`src/rtl/servo_status_packet_receiver_defines.svh`:
```
// Assertion macros used by the servo status packet receiver framer, ssp_frame.
// No dependencies; the using module must provide clk and rst.
`ifndef SERVO_STATUS_PACKET_RECEIVER_DEFINES_SVH
`define SERVO_STATUS_PACKET_RECEIVER_DEFINES_SVH

// Same-cycle implication, checked at every rising edge outside reset.
`define SSP_ASSERT_IMPL(lbl, ante, cons) \
  lbl: assert property (@(posedge clk) disable iff (rst) (ante) |-> (cons)) \
    else $error("same-cycle check failed");

// Next-cycle implication, checked at every rising edge outside reset.
`define SSP_ASSERT_NEXT(lbl, ante, cons) \
  lbl: assert property (@(posedge clk) disable iff (rst) (ante) |=> (cons)) \
    else $error("next-cycle check failed");

`endif

```
`src/rtl/ssp_pkg.sv`:
```
// Types and constants for the servo status packet receiver.
// No dependencies; used by all RTL modules and the testbench.
package ssp_pkg;

  // Input item kinds.
  localparam logic [1:0] KIND_BYTE = 2'd0;
  localparam logic [1:0] KIND_TICK = 2'd1;
  localparam logic [1:0] KIND_ARM  = 2'd2;

  // Result kinds.
  localparam logic RK_PARAM  = 1'b0;
  localparam logic RK_STATUS = 1'b1;

  // Status codes of an end-of-packet result.
  localparam logic [1:0] ST_OK       = 2'd0;
  localparam logic [1:0] ST_CHECKSUM = 2'd1;
  localparam logic [1:0] ST_TIMEOUT  = 2'd2;
  localparam logic [1:0] ST_BAD_LEN  = 2'd3;

  // Header byte positions and limits.
  localparam logic [7:0]  POS_ID        = 8'd2;
  localparam logic [7:0]  POS_LENGTH    = 8'd3;
  localparam logic [7:0]  MIN_LENGTH    = 8'd2;
  localparam logic [15:0] TICKS_MAX     = 16'hffff;
  localparam logic [15:0] TIMEOUT_RESET = 16'd1000;

  typedef enum logic [1:0] {
    PH_IDLE   = 2'd0,
    PH_HEADER = 2'd1,
    PH_BODY   = 2'd2
  } phase_t;

  typedef struct packed {
    logic       result_kind;
    logic [1:0] status;
    logic [7:0] device_id;
    logic [7:0] device_error;
    logic [7:0] param_index;
    logic [7:0] param_value;
  } ssp_result_t;

  // One processed item's outcome, passed from the framer to the output stage.
  typedef struct packed {
    logic        step;
    logic        valid;
    ssp_result_t data;
  } ssp_step_t;

endpackage

```
`src/rtl/ssp_intf.sv`:
```
// Handshake channel interfaces for the servo status packet receiver.
// Depends on ssp_pkg for nothing but shares its field widths.
interface ssp_in_if;
  logic       valid;
  logic       ready;
  logic [1:0] kind;
  logic [7:0] byte_value;

  modport source (output valid, output kind, output byte_value, input ready);
  modport sink (input valid, input kind, input byte_value, output ready);
endinterface

interface ssp_out_if;
  logic       valid;
  logic       ready;
  logic       result_kind;
  logic [1:0] status;
  logic [7:0] device_id;
  logic [7:0] device_error;
  logic [7:0] param_index;
  logic [7:0] param_value;

  modport source (output valid, output result_kind, output status, output device_id,
                  output device_error, output param_index, output param_value,
                  input ready);
  modport sink (input valid, input result_kind, input status, input device_id,
                input device_error, input param_index, input param_value,
                output ready);
endinterface

```
`src/rtl/ssp_frame.sv`:
```
// Packet framing state machine: phase, counters, checksum and held header fields.
// Depends on ssp_pkg and the assertion macros header.
`include "servo_status_packet_receiver_defines.svh"

module ssp_frame (
  input  logic              clk,
  input  logic              rst,
  input  logic              step,
  input  logic [1:0]        kind,
  input  logic [7:0]        byte_value,
  input  logic [15:0]       timeout_ticks,
  output ssp_pkg::ssp_step_t outcome
);
  import ssp_pkg::*;

  phase_t      phase, phase_next;
  logic [7:0]  byte_position, byte_position_next;
  logic [7:0]  packet_length, packet_length_next;
  logic [7:0]  running_sum, running_sum_next;
  logic [7:0]  held_id, held_id_next;
  logic [7:0]  held_error, held_error_next;
  logic [15:0] idle_ticks, idle_ticks_next;
  logic [15:0] ticks_inc;
  logic [7:0]  sum_plus;
  logic        last_body_byte;

  always_ff @(posedge clk) begin
    if (rst) begin
      phase         <= PH_IDLE;
      byte_position <= '0;
      packet_length <= '0;
      running_sum   <= '0;
      held_id       <= '0;
      held_error    <= '0;
      idle_ticks    <= '0;
    end else begin
      phase         <= phase_next;
      byte_position <= byte_position_next;
      packet_length <= packet_length_next;
      running_sum   <= running_sum_next;
      held_id       <= held_id_next;
      held_error    <= held_error_next;
      idle_ticks    <= idle_ticks_next;
    end
  end

  assign ticks_inc      = (idle_ticks == TICKS_MAX) ? idle_ticks : 16'(idle_ticks + 16'd1);
  assign sum_plus       = 8'(running_sum + byte_value);
  assign last_body_byte = ({1'b0, byte_position} + 9'd1) >= {1'b0, packet_length};

  always_comb begin
    phase_next         = phase;
    byte_position_next = byte_position;
    packet_length_next = packet_length;
    running_sum_next   = running_sum;
    held_id_next       = held_id;
    held_error_next    = held_error;
    idle_ticks_next    = idle_ticks;
    outcome                   = '0;
    outcome.step              = step;
    outcome.data.device_id    = held_id;
    outcome.data.device_error = held_error;

    if (step) begin
      unique case (kind)
        KIND_ARM: begin
          phase_next         = PH_HEADER;
          byte_position_next = '0;
          packet_length_next = '0;
          running_sum_next   = '0;
          held_id_next       = '0;
          held_error_next    = '0;
          idle_ticks_next    = '0;
        end
        KIND_BYTE: begin
          if (phase != PH_IDLE) begin
            idle_ticks_next    = '0;
            byte_position_next = 8'(byte_position + 8'd1);
            if (phase == PH_HEADER) begin
              // Sync bytes only advance the position.
              if (byte_position == POS_ID) begin
                held_id_next     = byte_value;
                running_sum_next = sum_plus;
              end else if (byte_position == POS_LENGTH) begin
                packet_length_next = byte_value;
                running_sum_next   = sum_plus;
                byte_position_next = '0;
                if (byte_value < MIN_LENGTH) begin
                  phase_next                = PH_IDLE;
                  outcome.valid             = 1'b1;
                  outcome.data.result_kind  = RK_STATUS;
                  outcome.data.status       = ST_BAD_LEN;
                end else begin
                  phase_next = PH_BODY;
                end
              end
            end else if (last_body_byte) begin
              phase_next               = PH_IDLE;
              outcome.valid            = 1'b1;
              outcome.data.result_kind = RK_STATUS;
              outcome.data.status      = (~running_sum == byte_value) ? ST_OK : ST_CHECKSUM;
            end else begin
              running_sum_next = sum_plus;
              if (byte_position == 8'd0) begin
                held_error_next = byte_value;
              end else begin
                outcome.valid             = 1'b1;
                outcome.data.result_kind  = RK_PARAM;
                outcome.data.param_index  = 8'(byte_position - 8'd1);
                outcome.data.param_value  = byte_value;
              end
            end
          end
        end
        KIND_TICK: begin
          if (phase != PH_IDLE) begin
            // A zero timeout needs no special case: the count is at least one here.
            if (ticks_inc >= timeout_ticks) begin
              phase_next               = PH_IDLE;
              idle_ticks_next          = '0;
              outcome.valid            = 1'b1;
              outcome.data.result_kind = RK_STATUS;
              outcome.data.status      = ST_TIMEOUT;
            end else begin
              idle_ticks_next = ticks_inc;
            end
          end
        end
        default: begin
        end
      endcase
    end
  end

  `SSP_ASSERT_IMPL(a_result_needs_step, outcome.valid, step)
  `SSP_ASSERT_NEXT(a_status_ends_packet, outcome.valid && outcome.data.result_kind == RK_STATUS, phase == PH_IDLE)
  `SSP_ASSERT_IMPL(a_body_length_ok, phase == PH_BODY, packet_length >= MIN_LENGTH)
  `SSP_ASSERT_IMPL(a_param_only_in_body, outcome.valid && outcome.data.result_kind == RK_PARAM, phase == PH_BODY && kind == KIND_BYTE)

endmodule

```
`src/rtl/ssp_out_stage.sv`:
```
// Output register holding one result item until the downstream side takes it.
// Depends on ssp_pkg and the ssp_out_if interface.
module ssp_out_stage (
  input  logic               clk,
  input  logic               rst,
  input  ssp_pkg::ssp_step_t outcome,
  output logic               can_load,
  ssp_out_if.source          results
);
  import ssp_pkg::*;

  logic        held_valid;
  ssp_result_t held;

  assign can_load = !held_valid || results.ready;

  always_ff @(posedge clk) begin
    if (rst) begin
      held_valid <= 1'b0;
    end else if (outcome.step && can_load) begin
      held_valid <= outcome.valid;
    end else if (results.ready) begin
      held_valid <= 1'b0;
    end
  end

  always_ff @(posedge clk) begin
    if (outcome.step && can_load && outcome.valid) begin
      held <= outcome.data;
    end
  end

  assign results.valid        = held_valid;
  assign results.result_kind  = held.result_kind;
  assign results.status       = held.status;
  assign results.device_id    = held.device_id;
  assign results.device_error = held.device_error;
  assign results.param_index  = held.param_index;
  assign results.param_value  = held.param_value;

endmodule

```
`src/rtl/servo_status_packet_receiver.sv`:
```
// Top level of the servo status packet receiver: input register, framer, output register.
// Depends on ssp_pkg, ssp_intf.sv, ssp_frame and ssp_out_stage.
//
// Usage: the items channel carries one item per handshake: a received serial byte,
// a timer tick or an arm command (kind 2), which starts a new status packet receive.
// After arming, the block takes two sync bytes, the id and the length, then the error
// byte, the parameter bytes and the checksum. Every parameter byte produces a result
// item on the results channel; the last byte produces an end-of-packet status item
// (ok or checksum error). A length below two ends the receive with a bad length
// status, and timeout_ticks ticks without a byte end it with a timeout status.
// The timeout register is written through cfg_we and cfg_data; the user must write it only
// while the block is idle, since the block itself does not enforce that.
// An accepted item is registered at the input and processed there by the framer once the
// output register can take its outcome; any result it causes is then loaded into the output
// register and is valid on the results channel. Throughput is one item per cycle while the
// results side keeps up; the single framer update per item is what sets that rate.
// Reset (synchronous, active high) returns the framer to idle, clears all held fields
// and the valid flags of both pipeline registers, and loads a timeout of 1000 ticks.
// When the receiver stalls, a finished result waits in the output register, one more
// item waits in the input register, and only then does items.ready drop.
module servo_status_packet_receiver (
  input  logic        clk,
  input  logic        rst,
  ssp_in_if.sink      items,
  ssp_out_if.source   results,
  input  logic        cfg_we,
  input  logic [15:0] cfg_data
);
  import ssp_pkg::*;

  logic        in_valid;
  logic [1:0]  in_kind;
  logic [7:0]  in_byte;
  logic [15:0] timeout_ticks;
  logic        can_load;
  logic        step;
  ssp_step_t   outcome;

  always_ff @(posedge clk) begin
    if (rst) begin
      timeout_ticks <= TIMEOUT_RESET;
    end else if (cfg_we) begin
      timeout_ticks <= cfg_data;
    end
  end

  // The input register advances whenever the framer may hand its outcome downstream.
  assign step        = in_valid && can_load;
  assign items.ready = !in_valid || can_load;

  always_ff @(posedge clk) begin
    if (rst) begin
      in_valid <= 1'b0;
    end else if (items.ready) begin
      in_valid <= items.valid;
    end
  end

  always_ff @(posedge clk) begin
    if (items.ready && items.valid) begin
      in_kind <= items.kind;
      in_byte <= items.byte_value;
    end
  end

  ssp_frame u_frame (
    .clk           (clk),
    .rst           (rst),
    .step          (step),
    .kind          (in_kind),
    .byte_value    (in_byte),
    .timeout_ticks (timeout_ticks),
    .outcome       (outcome)
  );

  ssp_out_stage u_out (
    .clk      (clk),
    .rst      (rst),
    .outcome  (outcome),
    .can_load (can_load),
    .results  (results)
  );

endmodule

```
`src/flat_wrapper.sv`:
```
// flat-port wrapper written by rule: the top's interface ports become plain ports
module servo_status_packet_receiver_flat import ssp_pkg::*;
  (clk, rst, cfg_we, cfg_data, items_valid, items_kind, items_byte_value, items_ready, results_valid, results_result_kind, results_status, results_device_id, results_device_error, results_param_index, results_param_value, results_ready);
  ssp_in_if items_i ();
  ssp_out_if results_i ();
  input  logic clk;
  input  logic rst;
  input  logic cfg_we;
  input  logic [15:0] cfg_data;
  input wire logic [$bits(items_i.valid)-1:0] items_valid;
  input wire logic [$bits(items_i.kind)-1:0] items_kind;
  input wire logic [$bits(items_i.byte_value)-1:0] items_byte_value;
  output wire logic [$bits(items_i.ready)-1:0] items_ready;
  output wire logic [$bits(results_i.valid)-1:0] results_valid;
  output wire logic [$bits(results_i.result_kind)-1:0] results_result_kind;
  output wire logic [$bits(results_i.status)-1:0] results_status;
  output wire logic [$bits(results_i.device_id)-1:0] results_device_id;
  output wire logic [$bits(results_i.device_error)-1:0] results_device_error;
  output wire logic [$bits(results_i.param_index)-1:0] results_param_index;
  output wire logic [$bits(results_i.param_value)-1:0] results_param_value;
  input wire logic [$bits(results_i.ready)-1:0] results_ready;
  assign items_i.valid = items_valid;
  assign items_i.kind = items_kind;
  assign items_i.byte_value = items_byte_value;
  assign items_ready = items_i.ready;
  assign results_valid = results_i.valid;
  assign results_result_kind = results_i.result_kind;
  assign results_status = results_i.status;
  assign results_device_id = results_i.device_id;
  assign results_device_error = results_i.device_error;
  assign results_param_index = results_i.param_index;
  assign results_param_value = results_i.param_value;
  assign results_i.ready = results_ready;
  servo_status_packet_receiver u_core (.clk(clk), .rst(rst), .items(items_i), .results(results_i), .cfg_we(cfg_we), .cfg_data(cfg_data));
endmodule
```
`config.mk`:
```
export PLATFORM = sky130hd
export DESIGN_NAME = servo_status_packet_receiver_flat
export DESIGN_NICKNAME = d
export VERILOG_FILES = /design/src/rtl/ssp_pkg.sv /design/src/rtl/ssp_intf.sv /design/src/rtl/ssp_frame.sv /design/src/rtl/ssp_out_stage.sv /design/src/rtl/servo_status_packet_receiver.sv /design/src/flat_wrapper.sv
export VERILOG_INCLUDE_DIRS = /design/src /design/src/rtl
export SDC_FILE = /design/constraint.sdc
export NUM_CORES = 1
export LEC_CHECK = 0
export ABC_AREA = 1
export BUFFER_PORTS_ARGS = -buffer_cell sky130_fd_sc_hd__buf_4
export CAP_MARGIN = 20
export CORE_MARGIN = 1.5
export CORE_UTILIZATION = 54
export CTS_BUF_LIST = sky130_fd_sc_hd__clkbuf_4
export CTS_CLUSTER_DIAMETER = 40
export DETAILED_ROUTE_END_ITERATION = 8
export PLACE_DENSITY = 0.75
export SLEW_MARGIN = 20
export SYNTH_ARGS = -nofsm -noshare
export SYNTH_HDL_FRONTEND = slang
export SYNTH_HIERARCHICAL = 1
export SYNTH_SLANG_ARGS = --single-unit
export TNS_END_PERCENT = 1
```
`constraint.sdc`:
```
create_clock -name clk -period 5.5 [get_ports clk]
set_clock_uncertainty 0.2 [all_clocks]
set_input_delay 0.55 -clock clk [delete_from_list [all_inputs] [get_ports clk]]
set_output_delay 0.55 -clock clk [all_outputs]
set_load 0.03 [all_outputs]
```
# Word level (Yosys, flattened, before mapping)
# Index checks and enable logic that the tools add are counted.
# word_totals
out_inout_bits	37
elab_cells	128
register_bits	121
# op_classes
order_cmp	3
n_addsub	5
n_reduce_logical	22
bitwise_logic	4
muxes	54
eq_ne	22
# op_table
op	n
8-bit 2-to-1 mux	20
8-bit one-hot mux with 2 select lines	5
16-bit 2-to-1 mux	4
16-bit one-hot mux with 3 select lines	1
4-bit 2-to-1 mux	8
2-bit 2-to-1 mux	10
2-bit != test, second input constant	10
16-bit by 1-bit adder with 16-bit output, second input constant	1
16-bit == test, second input constant	1
8-bit by 2-bit == test with 1-bit output, second input constant	2
16-bit >= comparator	1
3-bit != test, second input constant	4
6-bit AND reduction	2
5-bit AND reduction	2
8-bit by 1-bit adder with 9-bit output, second input constant	1
9-bit by 8-bit >= comparator with 1-bit output	1
8-bit by 1-bit adder with 8-bit output, second input constant	1
8-bit adder	1
8-bit == test	1
8-bit zero test	1
8-bit by 2-bit < comparator with 1-bit output, second input constant	1
8-bit NOT	1
4-bit one-hot mux with 2 select lines	1
8-bit AND reduction	1
16 further kinds	29

# Depth between registers and ports, before layout
# Gate-level depths: netlist (run 1).
# depth
ltp_word	9
depth_mapped	23
mapped_depth_nobuf	22

# Modules after synthesis
# Netlist (run 1), hierarchy kept.
# by_module_without_submodules
module	n_inst	cells_per_inst	area_each_um2
ssp_frame	1	654	4307.9
ssp_out_stage	1	41	1098.6
servo_status_packet_receiver	1	87	900.9

# Least setup slack after synthesis (run 1)
# OpenSTA, ideal clock, no wires.
# synth_timing
path_kind	register to register
start	register u_core.u_frame.idle_ticks[0]
end	register u_core.u_out.held (netlist bit u_core/u_out/results.device_error[0]), enable pin
arrival_ns	4.132
setup_time_ns	0.439
stages_incl_launch_ff	22
setup_slack_ns	0.729
required_ns	4.861
path_cell_list	dfxtp_1 > ha_1 > nand2_2 > nor2_4 > inv_2 > nor2_4 > nand3_4 > nor2_8 > xor2_2 > inv_1 > ha_1 > inv_1 > a21oi_1 > o21ai_0 > nand2_1 > nand2_1 > nand2_1 > nand3_1 > nand3b_1 > a21oi_1 > nand2_1 > a21oi_1
# synth_lines
element	line_no	source
start: declaration	ssp_frame.sv:22	logic [15:0] idle_ticks, idle_ticks_next;
start signal: assignment	ssp_frame.sv:43	idle_ticks <= idle_ticks_next;
end signal: assignment	ssp_out_stage.sv:29	held <= outcome.data;
end: declaration	ssp_out_stage.sv:13	ssp_result_t held;

==> metrics.cfg, run 1 <==
[synthesis]
yosysWarnings=6
yosysSeqAreaShare_pct=45.5
synth.most_common_cell=nand2_1
synth_area_sq_um=6310
synth_cells=782
synth_edf_count=45
postSynth.asyncResetShare_pct=0
synth-seq-cells=121
syn_nets=850
ys_types=46
synth_commonest_cells=nand2_1 (164), inv_1 (97), nor2_1 (92)
synth_top_area_share_pct=24.1
synth.area.top_cells=dfxtp_1 (24%), edfxtp_1 (21%), nand2_1 (9.8%)
yosysTopAreaCell=dfxtp_1
syn_area_per_cell_sq_um=8.07
ys.flop_type=dfxtp_1

[setup_path]
setup.worst_path.start_class=flop
critPathMaxStageDelay_ns=0.47
path_cells=ha_1 -> nand2_2 -> nor2_4 -> inv_2 -> nor2_4 -> nand3_4 -> nor2_8 -> xor2_2 -> inv_1 -> ha_1 -> inv_1 -> a21oi_1 -> o21ai_0 -> nand2_1 -> nand2_1 -> nand2_1 -> nand3_1 -> nand3b_1 -> a21oi_1 -> nand2_1 -> a21oi_4 -> buf_16
crit_type=reg2reg
crit_path_end_kind=flop
critPathArrivalTime_ns=3.97
crit_top_cell=nand2_1
cp_data_required_time_ns=5.53
crit_fanout=25
worst_path_max_delay_cell=dfxtp_1
cp_num_buf_inv=4
cp_top_family=simple AND/OR/NAND/NOR gates

[place]
numPortBuffers=67
placed_area_sq_um=6870
gp_congestion=0.977
dp_hpwl_mm=10.0

[sta]
max_freq_ghz=0.254
rsz0062_at_grt=false
setup_viol=0
fin_tns_setup_ns=0
tightest_slew_ns=1.04
period_share_pct=71.7
report.final.slew_viol_count=0
timing.final.hold_violations=0
max-slew-margin-rel_pct=30.6
fin_crit_ns=3.94

[route]
drc_errors=0
vias=5451
drt_wl_total_mm=14.0
viasPerCell=5.36
firstDrtPassIters=6
antenna_left=0
drt_iter0_markers=425
wire_per_inst_microns=13.8

[run]
drv_cap=0

[finish]
fillCellCount=986
n_antenna_cell=0
final_cell_area_sq_um=7360
reg_top3=u_core/timeout_ticks (16), u_core/u_frame/idle_ticks (16)
synthToLayoutAreaGrowth_pct=16.7
nets=929
drive_gt1_share_pct=16.7
final_util_pct=64.5

[die]
rows=39
die_w_microns=111
die-area_sq_um=12300
initial_core_util_pct=55.2
die_y_microns=111
num_io_pins=68
core-area_sq_um=11400

[clock_network]
ctsResizeCount=0
clockBufferDepth=2
clk_latency_ns=0.52
path_clk_slew_ns=0.14
cts-buffers-inserted=17
root_buffer=clkbuf_4
cts_sinks=121
cts_tree=done
ctsHtreeMaxLevel=4
post_cts_buffers=0
ctsHoldBuffers=14

[pwr]
p_leak_nw=3.45
vdd_drop_max_v=0.000180
p_total_mw=1.88
power.density_nw_per_um2=255

[global_route]
grt_pass1_wl_mm=23.6
grt_pass1_vias=5150
antenna_found_initial=0
overflow=0
grt_usage_pct=23.5
grt_max_degree=36

[hold_path]
min_path_type=in2reg

[run_status]
status=completed

## worst reg2reg max path, cell delays in order (launching register included)
cell	delay [ns]
dfxtp_1	0.47
ha_1	0.23
nand2_2	0.08
nor2_4	0.13
inv_2	0.06
nor2_4	0.14
nand3_4	0.12
nor2_8	0.20
xor2_2	0.18
inv_1	0.06
ha_1	0.17
inv_1	0.05
a21oi_1	0.05
o21ai_0	0.15
nand2_1	0.07
nand2_1	0.06
nand2_1	0.06
nand3_1	0.08
nand3b_1	0.12
a21oi_1	0.18
nand2_1	0.13
a21oi_4	0.43
buf_16	0.25
## cell type report
cell class / count / area (sq um) / share of cell area [%]
Multi-Input combinational cell: 534 / 2910 / 39.6
Sequential cell: 121 / 2870 / 39.0
Timing Repair Buffer: 82 / 671 / 9.11
Inverter: 105 / 397 / 5.39
Clock inverter: 15 / 203 / 2.75
Tap cell: 143 / 179 / 2.43
Clock buffer: 17 / 128 / 1.73
## routing by layer
| metal | track usage (%) | routed length [microns] | vias to the layer above |
|---|---|---|---|
| li1 | - | - | 2720 |
| met1 | 32.4 | 6450 | 2523 |
| met2 | 36.9 | 6520 | 186 |
| met3 | 4.26 | 808 | 22 |
| met4 | 9.28 | 244 | 0 |
| met5 | 0 | 0 | - |
## cells by family after synthesis
logic type	count (synthesis)	share of synthesized area, %
simple gates	349	24.6
compound gates	128	11.1
buf+inv	127	8.43
flops	121	45.5
fa+ha+maj	37	7.46
xor+xnor	20	2.90
## where the power goes
| part | internal, mW | switching [mW] | leakage (nW) |
|---|---|---|---|
| sequential | 0.952 | 0.0188 | 1.11 |
| combinational | 0.0690 | 0.115 | 2.16 |
| clock | 0.334 | 0.385 | 0.178 |
| total | 1.36 | 0.519 | 3.45 |
## placed cells by master (no fill, tap or decap), types with 10 or more instances in the layout
cell type,Yosys,layout
nand2_1,164,164
inv_1,97,97
nor2_1,92,92
dfxtp_1,76,76
a21oi_1,76,75
buf_4,5,67
edfxtp_1,45,45
nand3_1,44,44
ha_1,36,36
o21ai_0,31,31
clkbuf_4,0,17
xor2_1,17,17
dlygate4sd3_1,0,14
nor3_1,10,10
## path summary, 6_finish.rpt
| check | to | depth (start not counted) | from | slack (ns) |
|---|---|---|---|---|
| min reg2reg | u_core/u_out/results.device_id[7]$_DFFE_PP_ | 0 | u_core/u_frame/held_id[7]$_SDFFE_PP0P_ | 0.25 |
| max reg2reg | u_core/u_out/results.param_index[7]$_DFFE_PP_ | 22 | u_core/u_frame/idle_ticks[0]$_SDFFE_PP0P_ | 1.56 |
| max | u_core/u_out/results.param_index[7]$_DFFE_PP_ | 22 | u_core/u_frame/idle_ticks[0]$_SDFFE_PP0P_ | 1.56 |
| min | u_core/timeout_ticks[2]$_SDFFE_PP0P_ | 3 | cfg_data[2] | 0.05 |
## through the flow
stage	hold WS, ns	setup WS (ns)	instances
after global routing	0.0255	1.28	1017
after detailed placement	0.214	1.28	970
after floorplan	0.203	0.729	782
after global placement	0.216	1.48	970
after CTS	0.00232	1.26	1016
final	0.0470	1.56	1017
Power figures use the tool's default switching activity.
==> inputs of run 2 (changes only) <==
==> constraint.sdc (replaced) <==
create_clock -name clk -period 3.8 [get_ports clk]
set_clock_uncertainty 0.2 [all_clocks]
set_input_delay 0.38 -clock clk [delete_from_list [all_inputs] [get_ports clk]]
set_output_delay 0.38 -clock clk [all_outputs]
set_load 0.03 [all_outputs]
==> metrics.cfg, run 2 (same netlist as run 1, synthesis figures left out) <==
[run_status]
status=completed

[clock_network]
cts_tree=done
clockBufferDepth=2  ; unchanged
clk_latency_ns=0.53  ; about the same
root_buffer=clkbuf_4
cts-buffers-inserted=17  ; unchanged
ctsHtreeMaxLevel=4  ; unchanged
path_clk_slew_ns=0.12  ; -0.02 ns
cts_sinks=121  ; unchanged

[pwr]
power_frac_comb_pct=11.0  ; +1.2 points
p_int_mw=1.79  ; +32%
switchingPower_uw=775  ; +49%
p_leak_nw=3.50  ; +1.5%
p_sw_share_pct=30.2  ; +2.5 points
pwr-share-clk_pct=34.2  ; -4.2 points
vdd_drop_max_v=0.000241  ; +33%
pwr-share-seq_pct=54.8  ; +3.0 points
power.density_nw_per_um2=341  ; +34%

[sta]
max_freq_ghz=0.281  ; +11%
report.final.slew_viol_count=0  ; unchanged
setup_viol=0  ; unchanged
tightest_slew_ns=0.992  ; -0.0483 ns
timing.final.hold_violations=0  ; unchanged
fin_crit_ns=3.55  ; -0.389 ns
rsz0062_at_grt=false
hold_ws_ns=0.0512  ; +0.00419 ns
period_share_pct=93.5  ; +22 points
fin_tns_setup_ns=0  ; unchanged
max-slew-margin-rel_pct=33.9  ; +3.3 points

[global_route]
grt_pass1_vias=5189  ; +0.76%
overflow=0  ; unchanged
grt_usage_pct=23.6  ; +0.065 points
grt_max_degree=36  ; unchanged
grt_pass1_wl_mm=23.6  ; -0.23%
antenna_found_initial=0  ; unchanged

[die]
num_io_pins=68  ; unchanged
die_w_microns=111  ; unchanged
initial_core_util_pct=55.2  ; unchanged
rows=39  ; unchanged
die-area_sq_um=12300  ; unchanged
die_y_microns=111  ; unchanged
core-area_sq_um=11400  ; unchanged

[setup_path]
crit_type=reg2reg
setup.worst_path.start_class=flop
worstRegToRegCells=22  ; unchanged
reg2reg_from=u_core/u_frame/idle_ticks[0]$_SDFFE_PP0P_
crit_fanout=35  ; +40%
critPathArrivalTime_ns=3.57  ; -0.40 ns
crit_path_end_kind=flop
cp_data_required_time_ns=3.82  ; -1.71 ns
startpoint=u_core/u_frame/idle_ticks[0]$_SDFFE_PP0P_

[finish]
mostFrequentLayoutCell=nand2_1
n_antenna_cell=0  ; unchanged
drive_gt1_share_pct=16.7  ; +0.036 points
nets=951  ; +2.4%
layout_common_cells=nand2_1 (164), inv_1 (97), nor2_1 (92), a21oi_1 (75), dfxtp_1 (74)
reg_top3=u_core/timeout_ticks (16), u_core/u_frame/idle_ticks (16)
synthToLayoutAreaGrowth_pct=19.2
fillCellCount=910  ; -7.7%

[place]
dp_hpwl_mm=9.62  ; -3.7%
numPortBuffers=67  ; unchanged
gp_congestion=0.944  ; -3.4%

[hold_path]
hold-path-cell-count=3  ; unchanged
hold_path_startpoint=cfg_we
min_path_type=in2reg

[route]
viasPerCell=5.22  ; -2.6%
vias=5426  ; -0.46%
wire_per_inst_microns=13.3  ; -3.3%
drt_iter0_markers=457  ; +7.5%
drc_errors=0  ; unchanged
drt_wl_total_mm=13.9  ; -1.2%
antenna_left=0  ; unchanged
firstDrtPassIters=6  ; unchanged

[run]
drv_cap=0  ; unchanged

run 2: worst max-delay path, cell delays in order, from the launching register on:
cell and delay (ns):
dfxtp_2 0.40, ha_1 0.20, nand2_2 0.09, nor2_4 0.13, inv_2 0.06, nor2_4 0.14
nand3_4 0.12, nor2_8 0.19, xor2_2 0.18, inv_1 0.06, ha_1 0.17, inv_1 0.05
a21oi_1 0.05, o21ai_0 0.13, nand2_1 0.07, nand2_1 0.06, nand2_1 0.06, nand3_1 0.08
nand3b_1 0.12, a21oi_1 0.16, nand2_1 0.13, a21oi_4 0.16, buf_12 0.23
run 2: final cells by class:
type,count,area [sq um],area share (%)
multi-input cells,534,2910,38.8
clock buffers,17,128,1.70
repair buffers,104,878,11.7
flip-flops and latches,121,2880,38.2
well taps,143,179,2.38
clock inverters,15,149,1.98
inverters,105,397,5.27
run 2: timing repair:
item	in CTS	in global routing
hold buffers	34	0
endpoints found under the setup margin	0	35
hold endpoints to repair	28	0
setup buffers	0	0
gates resized for setup	0	2
run 2: layer usage:
layer,vias to the layer above,global-route usage (%),part of all wire (%)
li1,2752,-,-
met4,0,7.00,0.93
met2,197,38.8,48
met1,2461,31.3,45
met3,16,5.19,6.3
met5,-,0,0
run 2: final timing paths:
check,endpoint,slack (ns)
max reg2reg,u_core/u_out/results.param_index[7]$_DFFE_PP_,0.25
min reg2reg,u_core/u_out/results.device_id[4]$_DFFE_PP_,0.25
max,u_core/u_out/results.param_index[7]$_DFFE_PP_,0.25
min,u_core/timeout_ticks[12]$_SDFFE_PP0P_,0.05
run 2: metrics by stage:
| stage | utilization, % | area (sq um) | power [mW] | worst slack, ns | cells |
|---|---|---|---|---|---|
| 4_1_cts | 65.8 | 7520 | 2.59 | 0.195 | 1039 |
| 6_report | 65.9 | 7520 | 2.57 | 0.247 | 1039 |
| 2_1_floorplan | - | 6320 | 1.61 | 0.157 | 782 |
| 5_1_grt | 65.9 | 7520 | 2.70 | 0.000998 | 1039 |
| 3_3_place_gp | 60.4 | 6900 | 1.67 | 0.308 | 973 |
| 3_5_place_dp | 60.4 | 6900 | 1.68 | 0.214 | 973 |
run 2: power groups by stage:
stage                     sequential, mW  clock, mW  combinational [mW]
after detailed placement            1.43          0               0.250
after global routing                1.41      0.971               0.322
final                               1.41      0.877               0.283
after floorplan                     1.43          0               0.187
after global placement              1.43          0               0.243
after CTS                           1.40      0.905               0.279
==> inputs of run 3 (changes only) <==
--- a/config.mk
+++ b/config.mk
@@ -6,7 +6,7 @@
 export SDC_FILE = /design/constraint.sdc
 export NUM_CORES = 1
 export LEC_CHECK = 0
-export ABC_AREA = 1
+export ABC_AREA = 0
 export BUFFER_PORTS_ARGS = -buffer_cell sky130_fd_sc_hd__buf_4
 export CAP_MARGIN = 20
 export CORE_MARGIN = 1.5
@@ -15,6 +15,7 @@
 export CTS_CLUSTER_DIAMETER = 40
 export DETAILED_ROUTE_END_ITERATION = 8
 export PLACE_DENSITY = 0.75
+export REMOVE_ABC_BUFFERS = 1
 export SLEW_MARGIN = 20
 export SYNTH_ARGS = -nofsm -noshare
 export SYNTH_HDL_FRONTEND = slang
==> constraint.sdc (replaced) <==
create_clock -name clk -period 4.3 [get_ports clk]
set_clock_uncertainty 0.2 [all_clocks]
set_input_delay 0.43 -clock clk [delete_from_list [all_inputs] [get_ports clk]]
set_output_delay 0.43 -clock clk [all_outputs]
set_load 0.03 [all_outputs]
==> metrics.cfg, run 3 <==
[run_status]
status=completed

[global_route]
grt_max_degree=56  ; +56%
antenna_found_initial=0  ; unchanged
grt_usage_pct=24.0  ; +0.47 points
grt_pass1_vias=5112  ; -1.5%
grt_pass1_wl_mm=24.1  ; +2.2%
overflow=0  ; unchanged

[synthesis]
synth_edf_count=45  ; unchanged
ys_types=67  ; +46%
syn_area_per_cell_sq_um=9.63  ; +19%
synth.most_common_cell=dfxtp_1
yosysTopAreaCell=dfxtp_1
yosysWarnings=6  ; unchanged
synth_compound_area_share_pct=14.6  ; +3.5 points
synth_area_sq_um=6330  ; +0.32%
synth_xor_area_share_pct=3.88  ; +0.98 points
postSynth.asyncResetShare_pct=0  ; unchanged
synth_mux_area_share_pct=2.12  ; +2.1 points
synth_top_family_by_area=simple AND/OR/NAND/NOR gates
synth-seq-cells=121  ; unchanged
ys.flop_type=dfxtp_1
synth-simple-area-share_pct=21.6  ; -3.0 points
synthAdderAreaFrac_pct=7.44  ; -0.024 points
synth_top_area_share_pct=24.0  ; -0.076 points
synth_commonest_cells=dfxtp_1 (76), a21oi_1 (53), nand3_1 (53)
synth.area.top_cells=dfxtp_1 (24%), edfxtp_1 (21%), ha_1 (7.1%)
yosysSeqAreaShare_pct=45.4  ; -0.14 points
synth_cells=657  ; -16%

[finish]
nets=816  ; -14%
drive_gt1_share_pct=17.9  ; +1.1 points
n_antenna_cell=0  ; unchanged
final_cell_area_sq_um=7530  ; +0.13%
reg_top3=u_core/timeout_ticks (16), u_core/u_frame/idle_ticks (16)
fillCellCount=940  ; +3.3%
layout_common_cells=buf_4 (74), dfxtp_1 (74), a21oi_1 (53), nand3_1 (53), edfxtp_1 (45)
synthToLayoutAreaGrowth_pct=19.0
stdcell_count=904  ; -13%
final_util_pct=65.9  ; +0.088 points

[die]
die_y_microns=111  ; +0.15%
die-area_sq_um=12400  ; +0.31%
num_io_pins=68  ; unchanged
rows=39  ; unchanged
die_w_microns=111  ; +0.15%
core-area_sq_um=11400  ; unchanged
initial_core_util_pct=55.4  ; +0.18 points

[clock_network]
cts-buffers-inserted=17  ; unchanged
cts_tree=done
clk_latency_ns=0.54  ; about the same
ctsHtreeMaxLevel=4  ; unchanged
post_cts_buffers=0  ; unchanged
clockBufferDepth=2  ; unchanged
path_clk_slew_ns=0.13  ; about the same
root_buffer=clkbuf_4
cts_sinks=121  ; unchanged

[pwr]
p_leak_nw=3.14  ; -10%
vdd_drop_max_v=0.000176  ; -27%
p_total_mw=2.22  ; -13%
power.density_nw_per_um2=295  ; -14%

[setup_path]
crit_type=reg2reg
cp_data_required_time_ns=4.34  ; +0.52 ns
setup.worst_path.start_class=flop
crit_path_end_kind=flop
critPathArrivalTime_ns=4.12  ; +0.55 ns
crit_fanout=35  ; unchanged

[sta]
period_share_pct=94.9  ; +1.4 points
hold_ws_ns=0.158  ; +0.107 ns
fin_crit_ns=4.08  ; +0.526 ns
timing.final.hold_violations=0  ; unchanged
setup_viol=0  ; unchanged
fin_tns_setup_ns=0  ; unchanged
report.final.slew_viol_count=0  ; unchanged
max-slew-margin-rel_pct=33.8  ; -0.079 points
tightest_slew_ns=0.993  ; +0.00119 ns
max_freq_ghz=0.245  ; -13%
layout_setup_ws_ns=0.221  ; -0.0261 ns

[route]
drt_iter0_markers=344  ; -25%
antenna_left=0  ; unchanged
drc_errors=0  ; unchanged
viasPerCell=5.96  ; +14%
wire_per_inst_microns=16.1  ; +21%
vias=5384  ; -0.77%
firstDrtPassIters=7  ; +1
drt_wl_total_mm=14.6  ; +5.4%

[place]
placed_area_sq_um=6900  ; about the same
numPortBuffers=67  ; unchanged
gp_congestion=0.935  ; -0.96%
dpl_worst_slack_ns=0.0544  ; -0.159 ns
dp_cells=840  ; -14%
dp_hpwl_mm=10.1  ; +4.7%

[run]
drv_cap=0  ; unchanged

[hold_path]
min_path_type=in2reg

[run 3: worst paths after layout]
| path | endpoint | cells past startpoint | from | slack (ns) |
|---|---|---|---|---|
| worst max-delay path | u_core/u_out/results.device_error[6]$_DFFE_PP_ | 14 | u_core/u_frame/idle_ticks[1]$_SDFFE_PP0P_ | 0.22 |
| worst min-delay path | u_core/timeout_ticks[3]$_SDFFE_PP1P_ | 2 | cfg_we | 0.16 |
| worst max register to register | u_core/u_out/results.device_error[6]$_DFFE_PP_ | 14 | u_core/u_frame/idle_ticks[1]$_SDFFE_PP0P_ | 0.22 |
| worst min register to register | u_core/u_out/results.device_id[4]$_DFFE_PP_ | 0 | u_core/u_frame/held_id[4]$_SDFFE_PP0P_ | 0.24 |
[run 3: area by class of cell]
| cell class | count | area, sq um | area share (%) |
|---|---|---|---|
| Tap cell | 143 | 179 | 2.38 |
| Sequential cell | 121 | 2880 | 38.2 |
| Clock inverter | 15 | 158 | 2.09 |
| Inverter | 36 | 135 | 1.79 |
| Clock buffer | 17 | 128 | 1.69 |
| Multi-Input combinational cell | 465 | 3160 | 42.0 |
| Timing Repair Buffer | 107 | 896 | 11.9 |
[run 3: logic make-up after synthesis]
logic type	after synthesis
simple gates	247
flops	121
compound gates	140
fa+ha+maj	37
buf+inv	71
mux	13
xor+xnor	28
[run 3: power breakdown]
| part | switching [mW] | internal [mW] | total, mW |
|---|---|---|---|
| Clock | 0.501 | 0.311 | 0.812 |
| Sequential | 0.0244 | 1.20 | 1.23 |
| Combinational | 0.0990 | 0.0825 | 0.182 |
[run 3: worst max-delay path, stage by stage, from the launching register on]
cell	delay (ns)
dfxtp_1	0.43
ha_1	0.24
and3_1	0.27
nand4_1	0.23
and4_1	0.31
xor2_1	0.16
ha_1	0.30
nand2_1	0.07
nor4_2	0.31
a21oi_1	0.19
or3_1	0.42
a21oi_1	0.18
nand2_2	0.10
nor2b_4	0.14
buf_12	0.21
[run 3: per-layer routing]
layer | GRT usage [%] | vias to the layer above | wire (microns)
met3 | 5.14 | 45 | 993
met2 | 40.5 | 216 | 7290
met5 | 0 | - | 0
met4 | 11.1 | 0 | 372
li1 | - | 2572 | -
met1 | 29.4 | 2551 | 5940
[run 3: timing repair]
item | CTS | global route
setup endpoints to repair | 0 | 37
hold buffers | 32 | 0
endpoints found under the hold margin | 32 | 0
gates resized for setup | 0 | 8
